File: src/rtl/dxt1_pkg.sv
// Shared types, constants and helper functions of the DXT1 block decoder.
// Depends on nothing; every other file of the decoder uses it, apart from dxt1_checker.
package dxt1_pkg;

   localparam int CHAN_W = 8;
   localparam int CSR_INDEX_W = 4;
   localparam int CSR_DATA_W = 3;

   localparam logic [CSR_INDEX_W-1:0] CSR_VALID_COLUMNS = 4'd0;
   localparam logic [CSR_INDEX_W-1:0] CSR_VALID_ROWS = 4'd1;

   localparam logic [1:0] IDX_TRANSPARENT = 2'd3;
   localparam logic [CHAN_W-1:0] ALPHA_OPAQUE = 8'hff;
   localparam logic [CHAN_W-1:0] ALPHA_CLEAR = 8'h00;

   // Channel 0 is the low field, 1 the middle field, 2 the high field.
   typedef logic [2:0][CHAN_W-1:0] color_type;

   typedef struct packed {
      color_type [3:0] pal;
      logic four_colour;
      logic [3:0][7:0] row_indices;
      logic [1:0] cols_m1;
      logic [1:0] rows_m1;
   } block_type;

   // Maps a written extent to its last position; zero acts as one, above four as four.
   function automatic logic [1:0] extent_last(input logic [CSR_DATA_W-1:0] value);
      logic [1:0] result;
      if (value == 3'd0) begin
         result = 2'd0;
      end else if (value > 3'd4) begin
         result = 2'd3;
      end else begin
         result = 2'(value - 3'd1);
      end
      return result;
   endfunction

   // Floor of x / 3 for x below 768, as a multiply by a scaled reciprocal.
   function automatic logic [CHAN_W-1:0] div3(input logic [9:0] x);
      logic [20:0] prod;
      prod = {11'd0, x} * 21'd683;
      return prod[18:11];
   endfunction

endpackage

File: src/rtl/dxt1_if.sv
// Channel interfaces of the DXT1 block decoder: blocks in, pixels out, register writes.
// Depends on dxt1_pkg for the register port widths.
interface dxt1_req_if;
   logic valid;
   logic ready;
   logic [15:0] endpoint_zero;
   logic [15:0] endpoint_one;
   logic [7:0] row_zero_indices;
   logic [7:0] row_one_indices;
   logic [7:0] row_two_indices;
   logic [7:0] row_three_indices;

   modport source (
      output valid, endpoint_zero, endpoint_one, row_zero_indices, row_one_indices,
             row_two_indices, row_three_indices,
      input ready
   );
   modport sink (
      input valid, endpoint_zero, endpoint_one, row_zero_indices, row_one_indices,
            row_two_indices, row_three_indices,
      output ready
   );
endinterface

interface dxt1_rsp_if;
   logic valid;
   logic ready;
   logic [7:0] chan_low;
   logic [7:0] chan_mid;
   logic [7:0] chan_high;
   logic [7:0] alpha;
   logic last_pixel;

   modport source (
      output valid, chan_low, chan_mid, chan_high, alpha, last_pixel,
      input ready
   );
   modport sink (
      input valid, chan_low, chan_mid, chan_high, alpha, last_pixel,
      output ready
   );
endinterface

interface dxt1_csr_if;
   logic valid;
   logic ready;
   logic [dxt1_pkg::CSR_INDEX_W-1:0] index;
   logic [dxt1_pkg::CSR_DATA_W-1:0] data;

   modport source (output valid, index, data, input ready);
   modport sink (input valid, index, data, output ready);
endinterface

File: src/rtl/dxt1_front.sv
// Front end: accepts a block word, expands the endpoints and builds the four-entry palette.
// Depends on dxt1_pkg and dxt1_req_if.
module dxt1_front (
   input logic clock,
   input logic reset,
   dxt1_req_if.sink req_port,
   input logic [1:0] cols_m1,
   input logic [1:0] rows_m1,
   output logic push_valid,
   input logic push_ready,
   output dxt1_pkg::block_type push_block
);
   import dxt1_pkg::*;

   logic s1_valid_ff, s1_valid_in;
   color_type a_ff, b_ff;
   logic [2:0][9:0] sum_2ab_ff, sum_a2b_ff;
   logic [2:0][8:0] sum_ab_ff;
   logic four_ff;
   logic [3:0][7:0] idx_ff;
   logic [1:0] cols_ff, rows_ff;
   color_type a_w, b_w, mid2_w, mid3_w;
   logic accept;

   assign req_port.ready = !s1_valid_ff || push_ready;
   assign accept = req_port.valid && req_port.ready;

   assign a_w[0] = {req_port.endpoint_zero[4:0], 3'd0};
   assign a_w[1] = {req_port.endpoint_zero[10:5], 2'd0};
   assign a_w[2] = {req_port.endpoint_zero[15:11], 3'd0};
   assign b_w[0] = {req_port.endpoint_one[4:0], 3'd0};
   assign b_w[1] = {req_port.endpoint_one[10:5], 2'd0};
   assign b_w[2] = {req_port.endpoint_one[15:11], 3'd0};

   always_comb begin
      s1_valid_in = s1_valid_ff;
      if (accept) begin
         s1_valid_in = 1'b1;
      end else if (push_ready) begin
         s1_valid_in = 1'b0;
      end
   end

   always_ff @(posedge clock) begin
      if (reset) begin
         s1_valid_ff <= 1'b0;
      end else begin
         s1_valid_ff <= s1_valid_in;
      end
   end

   always_ff @(posedge clock) begin
      if (accept) begin
         a_ff <= a_w;
         b_ff <= b_w;
         for (int k = 0; k < 3; k++) begin
            sum_2ab_ff[k] <= {1'b0, a_w[k], 1'b0} + {2'd0, b_w[k]};
            sum_a2b_ff[k] <= {2'd0, a_w[k]} + {1'b0, b_w[k], 1'b0};
            sum_ab_ff[k] <= {1'b0, a_w[k]} + {1'b0, b_w[k]};
         end
         four_ff <= req_port.endpoint_zero > req_port.endpoint_one;
         idx_ff <= {req_port.row_three_indices, req_port.row_two_indices,
                    req_port.row_one_indices, req_port.row_zero_indices};
         cols_ff <= cols_m1;
         rows_ff <= rows_m1;
      end
   end

   always_comb begin
      for (int k = 0; k < 3; k++) begin
         if (four_ff) begin
            mid2_w[k] = div3(sum_2ab_ff[k]);
            mid3_w[k] = div3(sum_a2b_ff[k]);
         end else begin
            mid2_w[k] = sum_ab_ff[k][8:1];
            mid3_w[k] = '0;
         end
      end
   end

   assign push_valid = s1_valid_ff;
   assign push_block.pal = {mid3_w, mid2_w, b_ff, a_ff};
   assign push_block.four_colour = four_ff;
   assign push_block.row_indices = idx_ff;
   assign push_block.cols_m1 = cols_ff;
   assign push_block.rows_m1 = rows_ff;

endmodule

File: src/rtl/dxt1_queue.sv
// Short block queue between the front end and the pixel emitter.
// Depends on dxt1_pkg for the block type.
module dxt1_queue #(
   parameter int DEPTH = 2
) (
   input logic clock,
   input logic reset,
   input logic push_valid,
   output logic push_ready,
   input dxt1_pkg::block_type push_block,
   output logic pop_valid,
   input logic pop_ready,
   output dxt1_pkg::block_type pop_block
);
   import dxt1_pkg::*;

   localparam int PTR_W = (DEPTH > 1) ? $clog2(DEPTH) : 1;
   localparam int CNT_W = $clog2(DEPTH + 1);
   localparam logic [PTR_W-1:0] LAST_PTR = PTR_W'(DEPTH - 1);
   localparam logic [CNT_W-1:0] FULL_CNT = CNT_W'(DEPTH);

   block_type entry_ff [DEPTH];
   logic [PTR_W-1:0] wr_ptr_ff, rd_ptr_ff;
   logic [CNT_W-1:0] count_ff;
   logic push, pop;

   assign push_ready = count_ff != FULL_CNT;
   assign pop_valid = count_ff != '0;
   assign push = push_valid && push_ready;
   assign pop = pop_valid && pop_ready;
   assign pop_block = entry_ff[rd_ptr_ff];

   always_ff @(posedge clock) begin
      if (reset) begin
         wr_ptr_ff <= '0;
         rd_ptr_ff <= '0;
         count_ff <= '0;
      end else begin
         if (push) begin
            wr_ptr_ff <= (wr_ptr_ff == LAST_PTR) ? '0 : wr_ptr_ff + 1'b1;
         end
         if (pop) begin
            rd_ptr_ff <= (rd_ptr_ff == LAST_PTR) ? '0 : rd_ptr_ff + 1'b1;
         end
         if (push && !pop) begin
            count_ff <= count_ff + 1'b1;
         end else if (pop && !push) begin
            count_ff <= count_ff - 1'b1;
         end
      end
   end

   always_ff @(posedge clock) begin
      if (push) begin
         entry_ff[wr_ptr_ff] <= push_block;
      end
   end

endmodule

File: src/rtl/dxt1_back.sv
// Back end: walks the clipped pixel grid of one block and drives the result register.
// Depends on dxt1_pkg and dxt1_rsp_if.
module dxt1_back (
   input logic clock,
   input logic reset,
   input logic blk_valid,
   output logic blk_pop,
   input dxt1_pkg::block_type blk,
   dxt1_rsp_if.source rsp_port
);
   import dxt1_pkg::*;

   logic [1:0] row_ff, col_ff;
   logic rsp_valid_ff, last_ff;
   color_type color_ff;
   logic [CHAN_W-1:0] alpha_ff;
   logic [1:0] idx;
   logic advance, step, row_end, blk_end;

   assign advance = !rsp_valid_ff || rsp_port.ready;
   assign step = advance && blk_valid;
   assign idx = blk.row_indices[row_ff][{col_ff, 1'b0} +: 2];
   assign row_end = col_ff == blk.cols_m1;
   assign blk_end = row_end && (row_ff == blk.rows_m1);
   assign blk_pop = step && blk_end;

   always_ff @(posedge clock) begin
      if (reset) begin
         rsp_valid_ff <= 1'b0;
         row_ff <= '0;
         col_ff <= '0;
      end else begin
         if (advance) begin
            rsp_valid_ff <= blk_valid;
         end
         if (step) begin
            if (row_end) begin
               col_ff <= '0;
               row_ff <= blk_end ? 2'd0 : row_ff + 2'd1;
            end else begin
               col_ff <= col_ff + 2'd1;
            end
         end
      end
   end

   always_ff @(posedge clock) begin
      if (step) begin
         color_ff <= blk.pal[idx];
         alpha_ff <= (idx == IDX_TRANSPARENT && !blk.four_colour) ? ALPHA_CLEAR : ALPHA_OPAQUE;
         last_ff <= blk_end;
      end
   end

   assign rsp_port.valid = rsp_valid_ff;
   assign rsp_port.chan_low = color_ff[0];
   assign rsp_port.chan_mid = color_ff[1];
   assign rsp_port.chan_high = color_ff[2];
   assign rsp_port.alpha = alpha_ff;
   assign rsp_port.last_pixel = last_ff;

endmodule

File: src/rtl/dxt1_block_decoder_core.sv
// Top level of the DXT1 block decoder: register file, front end, block queue and pixel emitter.
// Depends on dxt1_pkg, the interfaces in dxt1_if, dxt1_front, dxt1_queue and dxt1_back.
//
// A block word on req_port carries two RGB565 endpoints and four row bytes of 2-bit indices.
// Each block yields valid_rows x valid_columns pixels on rsp_port in row-major order, one
// word per cycle while rsp_port is ready, with last_pixel set on the final one. The csr_port
// is always ready; index 0 writes valid_columns, index 1 writes valid_rows, other indexes
// are ignored. Writes apply to blocks accepted afterwards.
// A block passes the front-end register and the queue before its first pixel reaches the
// output register. Throughput is one pixel per cycle while rsp_port is ready, set by the
// back end's pixel walk. The front end and a queue of QUEUE_DEPTH blocks keep accepting while
// the back end emits. A stalled receiver holds the current pixel in the output register and
// the backlog fills the queue, then the front end, and only then drops req_port.ready.
// Reset empties the pipeline and sets both extents to four.
module dxt1_block_decoder_core #(
   parameter int QUEUE_DEPTH = 2
) (
   input logic clock,
   input logic reset,
   dxt1_req_if.sink req_port,
   dxt1_rsp_if.source rsp_port,
   dxt1_csr_if.sink csr_port
);
   import dxt1_pkg::*;

   logic [1:0] cols_m1_ff, rows_m1_ff;
   logic push_valid, push_ready, pop_valid, pop_ready;
   block_type push_block, pop_block;

   assign csr_port.ready = 1'b1;

   always_ff @(posedge clock) begin
      if (reset) begin
         cols_m1_ff <= 2'd3;
         rows_m1_ff <= 2'd3;
      end else if (csr_port.valid) begin
         unique case (csr_port.index)
            CSR_VALID_COLUMNS: cols_m1_ff <= extent_last(csr_port.data);
            CSR_VALID_ROWS: rows_m1_ff <= extent_last(csr_port.data);
            default: ;
         endcase
      end
   end

   dxt1_front u_front (
      .clock(clock),
      .reset(reset),
      .req_port(req_port),
      .cols_m1(cols_m1_ff),
      .rows_m1(rows_m1_ff),
      .push_valid(push_valid),
      .push_ready(push_ready),
      .push_block(push_block)
   );

   dxt1_queue #(
      .DEPTH(QUEUE_DEPTH)
   ) u_queue (
      .clock(clock),
      .reset(reset),
      .push_valid(push_valid),
      .push_ready(push_ready),
      .push_block(push_block),
      .pop_valid(pop_valid),
      .pop_ready(pop_ready),
      .pop_block(pop_block)
   );

   dxt1_back u_back (
      .clock(clock),
      .reset(reset),
      .blk_valid(pop_valid),
      .blk_pop(pop_ready),
      .blk(pop_block),
      .rsp_port(rsp_port)
   );

endmodule

File: src/flat_wrapper.sv
// flat-port wrapper written by rule: the top's interface ports become plain ports
module dxt1_block_decoder_core_flat import dxt1_pkg::*;
#(
   parameter int QUEUE_DEPTH = 2
)
  (clock, reset, req_port_valid, req_port_endpoint_zero, req_port_endpoint_one, req_port_row_zero_indices, req_port_row_one_indices, req_port_row_two_indices, req_port_row_three_indices, req_port_ready, rsp_port_valid, rsp_port_chan_low, rsp_port_chan_mid, rsp_port_chan_high, rsp_port_alpha, rsp_port_last_pixel, rsp_port_ready, csr_port_valid, csr_port_index, csr_port_data, csr_port_ready);
  dxt1_req_if req_port_i ();
  dxt1_rsp_if rsp_port_i ();
  dxt1_csr_if csr_port_i ();
  input logic clock;
  input logic reset;
  input wire logic [$bits(req_port_i.valid)-1:0] req_port_valid;
  input wire logic [$bits(req_port_i.endpoint_zero)-1:0] req_port_endpoint_zero;
  input wire logic [$bits(req_port_i.endpoint_one)-1:0] req_port_endpoint_one;
  input wire logic [$bits(req_port_i.row_zero_indices)-1:0] req_port_row_zero_indices;
  input wire logic [$bits(req_port_i.row_one_indices)-1:0] req_port_row_one_indices;
  input wire logic [$bits(req_port_i.row_two_indices)-1:0] req_port_row_two_indices;
  input wire logic [$bits(req_port_i.row_three_indices)-1:0] req_port_row_three_indices;
  output wire logic [$bits(req_port_i.ready)-1:0] req_port_ready;
  output wire logic [$bits(rsp_port_i.valid)-1:0] rsp_port_valid;
  output wire logic [$bits(rsp_port_i.chan_low)-1:0] rsp_port_chan_low;
  output wire logic [$bits(rsp_port_i.chan_mid)-1:0] rsp_port_chan_mid;
  output wire logic [$bits(rsp_port_i.chan_high)-1:0] rsp_port_chan_high;
  output wire logic [$bits(rsp_port_i.alpha)-1:0] rsp_port_alpha;
  output wire logic [$bits(rsp_port_i.last_pixel)-1:0] rsp_port_last_pixel;
  input wire logic [$bits(rsp_port_i.ready)-1:0] rsp_port_ready;
  input wire logic [$bits(csr_port_i.valid)-1:0] csr_port_valid;
  input wire logic [$bits(csr_port_i.index)-1:0] csr_port_index;
  input wire logic [$bits(csr_port_i.data)-1:0] csr_port_data;
  output wire logic [$bits(csr_port_i.ready)-1:0] csr_port_ready;
  assign req_port_i.valid = req_port_valid;
  assign req_port_i.endpoint_zero = req_port_endpoint_zero;
  assign req_port_i.endpoint_one = req_port_endpoint_one;
  assign req_port_i.row_zero_indices = req_port_row_zero_indices;
  assign req_port_i.row_one_indices = req_port_row_one_indices;
  assign req_port_i.row_two_indices = req_port_row_two_indices;
  assign req_port_i.row_three_indices = req_port_row_three_indices;
  assign req_port_ready = req_port_i.ready;
  assign rsp_port_valid = rsp_port_i.valid;
  assign rsp_port_chan_low = rsp_port_i.chan_low;
  assign rsp_port_chan_mid = rsp_port_i.chan_mid;
  assign rsp_port_chan_high = rsp_port_i.chan_high;
  assign rsp_port_alpha = rsp_port_i.alpha;
  assign rsp_port_last_pixel = rsp_port_i.last_pixel;
  assign rsp_port_i.ready = rsp_port_ready;
  assign csr_port_i.valid = csr_port_valid;
  assign csr_port_i.index = csr_port_index;
  assign csr_port_i.data = csr_port_data;
  assign csr_port_ready = csr_port_i.ready;
  dxt1_block_decoder_core #(.QUEUE_DEPTH(QUEUE_DEPTH)) u_core (.clock(clock), .reset(reset), .req_port(req_port_i), .rsp_port(rsp_port_i), .csr_port(csr_port_i));
endmodule
File: config.mk
export PLATFORM = sky130hd
export DESIGN_NAME = dxt1_block_decoder_core_flat
export DESIGN_NICKNAME = d
export VERILOG_FILES = /design/src/rtl/dxt1_pkg.sv /design/src/rtl/dxt1_if.sv /design/src/rtl/dxt1_front.sv /design/src/rtl/dxt1_queue.sv /design/src/rtl/dxt1_back.sv /design/src/rtl/dxt1_block_decoder_core.sv /design/src/flat_wrapper.sv
export SDC_FILE = /design/constraint.sdc
export NUM_CORES = 1
export LEC_CHECK = 0
export BUFFER_PORTS_ARGS = -buffer_cell sky130_fd_sc_hd__buf_4
export CAP_MARGIN = 15
export CORE_MARGIN = 10
export CORE_UTILIZATION = 55
export DETAILED_ROUTE_END_ITERATION = 7
export MAX_ROUTING_LAYER = met4
export PLACE_DENSITY = 0.77
export SYNTH_ARGS = -nofsm -noshare
export SYNTH_HDL_FRONTEND = slang
export SYNTH_SLANG_ARGS = --single-unit
File: constraint.sdc
create_clock -name clock -period 6.4 [get_ports clock]
set_clock_uncertainty 0.15 [all_clocks]
set_input_delay 1.28 -clock clock [delete_from_list [all_inputs] [get_ports clock]]
set_output_delay 1.28 -clock clock [all_outputs]
set_load 0.005 [all_outputs]
==> reports/metrics.yaml <==
power_density_nw_per_um2: 389.5
ir_drop_mv: 0.2751
overflow: 0
holdBufCountCts: 0
period_share_pct: 75.73
slew-limit-headroom_pct: 26.68
ys_async_sr_fraction_pct: 0
track_usage_pct: 19.23
yosys_warnings: 0
rr_endpoint: "u_core.u_queue.entry_ff[1][75]"
stdcell_count: 2402
synthSimpleGateAreaFrac_pct: 4.756
drc: 0
p_leak_nw: 11.45
synth_xor_area_share_pct: 3.790
cts-root-buf: "clkbuf_16"
tightest_slew_ps: 1100
grt_pass1_vias: 14210
cts_buffers: 43
synth_fa_ha_area_share_pct: 25.14
cts_sinks: 401
nFillCells: 3062
synth_seq_area_share_pct: 50.45
setup_viol: 0
endpoint: "u_core.u_queue.entry_ff[1][75]"
cp.arrival_ps: 4980
start_util_pct: 55.94
finalMaxSlewViolations: 0
drt-total-wl_mm: 47.53
hpwl_mm: 34.61
synth.distinct_cells: 55
ys_ff_latch: 401
postSynthCellCount: 1699
synth_edf_count: 386
cts_tree: "done"
finalNetCount: 2334
clock.fmax_mhz: 206.3
synth_flop_cell: "edfxtp_1"
htreeDepth: 2
syn_avg_cell_area_um2: 13.87
required_ps: 6540
gp_congestion: 0.8884
critical_path.max_fanout: 4
r2r_slack_ps: 1550
postCtsResizedCells: 0
drv_cap: 0
min_period_ps: 4847
vias: 13530
core_area_um2: 42130
cp-end-kind: "flop"
clock_latency_ps: 550
clk_pin_slew_ps: 60
ant_nets: 0
fp.dieW_um: 227.0
yosysTopAreaCell: "edfxtp_1"
grt_max_degree: 78
ys_top_cells_by_count: "edfxtp_1, ha_1, inv_1, nor2_1, xnor2_1"
drive_above_1_share_pct: 12.84
wl_per_cell_um: 19.79
synth_area_um2: 23570
die_h_um: 227.0
synth-compound-area-share_pct: 5.510
yosysMostFrequentCell: "edfxtp_1"
fin_setup_tns_ps: 0
reg2reg_from: "u_core.u_front.sum_2ab_ff[8]"
status: "completed"
dp.cells: 2321
ys_top_cells_by_area: "edfxtp_1, ha_1, fa_1"
startpoint_type: "flop"
port_buffers: 110
drtIter0Drc: 850
via_per_inst: 5.632
crit_start: "u_core.u_front.sum_2ab_ff[8]"
synth_mux_area_share_pct: 5.988
hold_viol_final: 0
hp-class: "flop to flop"
reg2reg_depth: 16
synth_top_family_by_area: "adder cells"
synth_nets: 2206
synth_top_area_share_pct: 49.17
critPathKind: "flop to flop"
ios: 112
rows: 75
postCtsSetupBuffers: 0
grt_pass1_wl_mm: 75.71
use_met2_pct: 32.48
grt.busiest_layer: "met2"
clockBufferDepth: 3
hold_depth: 0
die-area_um2: 51540
use_met3_pct: 2.741
rsz0062_at_grt: "false"
grtUsageMet1_pct: 24.32
antenna_found_initial: 0
drt-pass1-iter-count: 5
area_growth_pct: 11.98
==> metal layers <==
metal  part of all wire (%)  vias up
met4                    1.8        0
met3                    4.7       55
met1                     44     6700
met5                      0        -
met2                     50      325
li1                       -     6449
==> critical path, stage by stage, from the launching register on <==
cell	delay, ps
edfxtp_1	450
ha_1	310
ha_1	320
ha_1	280
inv_1	50
fa_1	510
inv_1	60
fa_1	390
ha_1	320
a21o_1	170
a21o_1	170
a41oi_1	270
o21bai_1	170
a211oi_1	410
o21bai_1	140
xor2_1	150
mux2_2	280
==> per-stage QoR <==
| step | worst slack (ps) | hold WS (ps) | instance area, um^2 | power [mW] | util, % |
|---|---|---|---|---|---|
| 6_report | 1553 | 283.0 | 26400 | 10.28 | 62.65 |
| 5_1_grt | 1226 | 298.4 | 26390 | 11.04 | 62.63 |
| 4_1_cts | 1528 | 289.2 | 26390 | 10.36 | 62.63 |
| 3_5_place_dp | 1565 | 275.2 | 24920 | 7.725 | 59.14 |
| 3_3_place_gp | 1682 | 269.7 | 24920 | 7.596 | 59.14 |
| 2_1_floorplan | 176.1 | 250.5 | 23570 | 6.649 | - |
==> flip-flops by register name, summed over array words and instances, names as in the netlist, named ones only <==
register                           count
u_core.cols_m1_ff                      2
u_core.rows_m1_ff                      2
u_core.u_back.col_ff                   2
u_core.u_back.row_ff                   2
u_core.u_back.rsp_port.alpha           1
u_core.u_back.rsp_port.chan_high       8
u_core.u_back.rsp_port.chan_low        8
u_core.u_back.rsp_port.chan_mid        8
u_core.u_back.rsp_port.last_pixel      1
u_core.u_back.rsp_port.valid           1
u_core.u_front.cols_ff                 2
u_core.u_front.four_ff                 1
u_core.u_front.push_block             64
u_core.u_front.push_valid              1
u_core.u_front.rows_ff                 2
u_core.u_front.sum_2ab_ff             19
u_core.u_front.sum_a2b_ff             19
u_core.u_front.sum_ab_ff              19
u_core.u_queue.count_ff                2
u_core.u_queue.entry_ff              234
u_core.u_queue.rd_ptr_ff               1
u_core.u_queue.wr_ptr_ff               1
==> how the worst min path moves through the flow <==
stage	from	endpoint	slack (ps)
2_1_floorplan	u_core.cols_m1_ff[0]	u_core.u_front.cols_ff[0]	250
3_3_place_gp	u_core.cols_m1_ff[0]	u_core.u_front.cols_ff[0]	270
3_5_place_dp	u_core.rows_m1_ff[1]	u_core.u_front.rows_ff[1]	280
4_1_cts	u_core.rows_m1_ff[1]	u_core.u_front.rows_ff[1]	290
5_1_grt	u_core.rows_m1_ff[0]	u_core.u_front.rows_ff[0]	300
6_report	u_core.rows_m1_ff[1]	u_core.u_front.rows_ff[1]	280
==> kinds of logic (layout without fill, tap and decap cells) <==
family | count (synthesis) | after routing
compound gates | 189 | 189
other cells | 1 | 3
simple gates | 230 | 230
mux | 109 | 109
fa+ha+maj | 431 | 431
buf+inv | 236 | 398
flops | 401 | 401
xor+xnor | 102 | 102
==> layout make-up <==
cell class	instances	area (um^2)	share of cell area (%)
repair buffers	122	928.4	3.517
inverters	197	739.5	2.801
diodes	2	5.005	0.01896
multi-input cells	1062	10680	40.47
clock inverters	30	375.4	1.422
clock buffers	49	1099	4.162
flip-flops and latches	401	11890	45.06
well taps	539	674.4	2.555
==> power by group <==
| group | switching (mW) | internal (mW) |
|---|---|---|
| clock network | 1.05 | 1.54 |
| logic | 2.32 | 1.88 |
| registers | 0.124 | 3.37 |
| total | 3.50 | 6.78 |
==> placed cells by master, fill, tap and decap left out, drive strengths merged, types with 3 or more instances in the layout <==
master	synthesis	routed
o21bai	11	11
edfxtp	386	386
and2	4	4
nand3	10	10
ha	360	360
a21o	24	24
mux2i	69	69
fa	71	71
mux2	16	16
a21oi	58	58
nand4	6	6
and3	8	8
nand3b	3	3
xor2	28	28
xnor2	74	74
a22o	32	32
clkbuf	15	49
clkinvlp	0	6
nor3	21	21
nand2	25	25
o21ai	17	17
buf	24	122
nand2b	10	10
a211oi	11	11
nor2b	25	25
dfxtp	15	15
a211o	6	6
o21a	10	10
or3	14	14
bufinv	0	7
clkinv	0	12
o2111ai	3	3
nor2	93	93
nor4	5	5
mux4	24	24
inv	197	202
(Power assumes the default switching activity.)
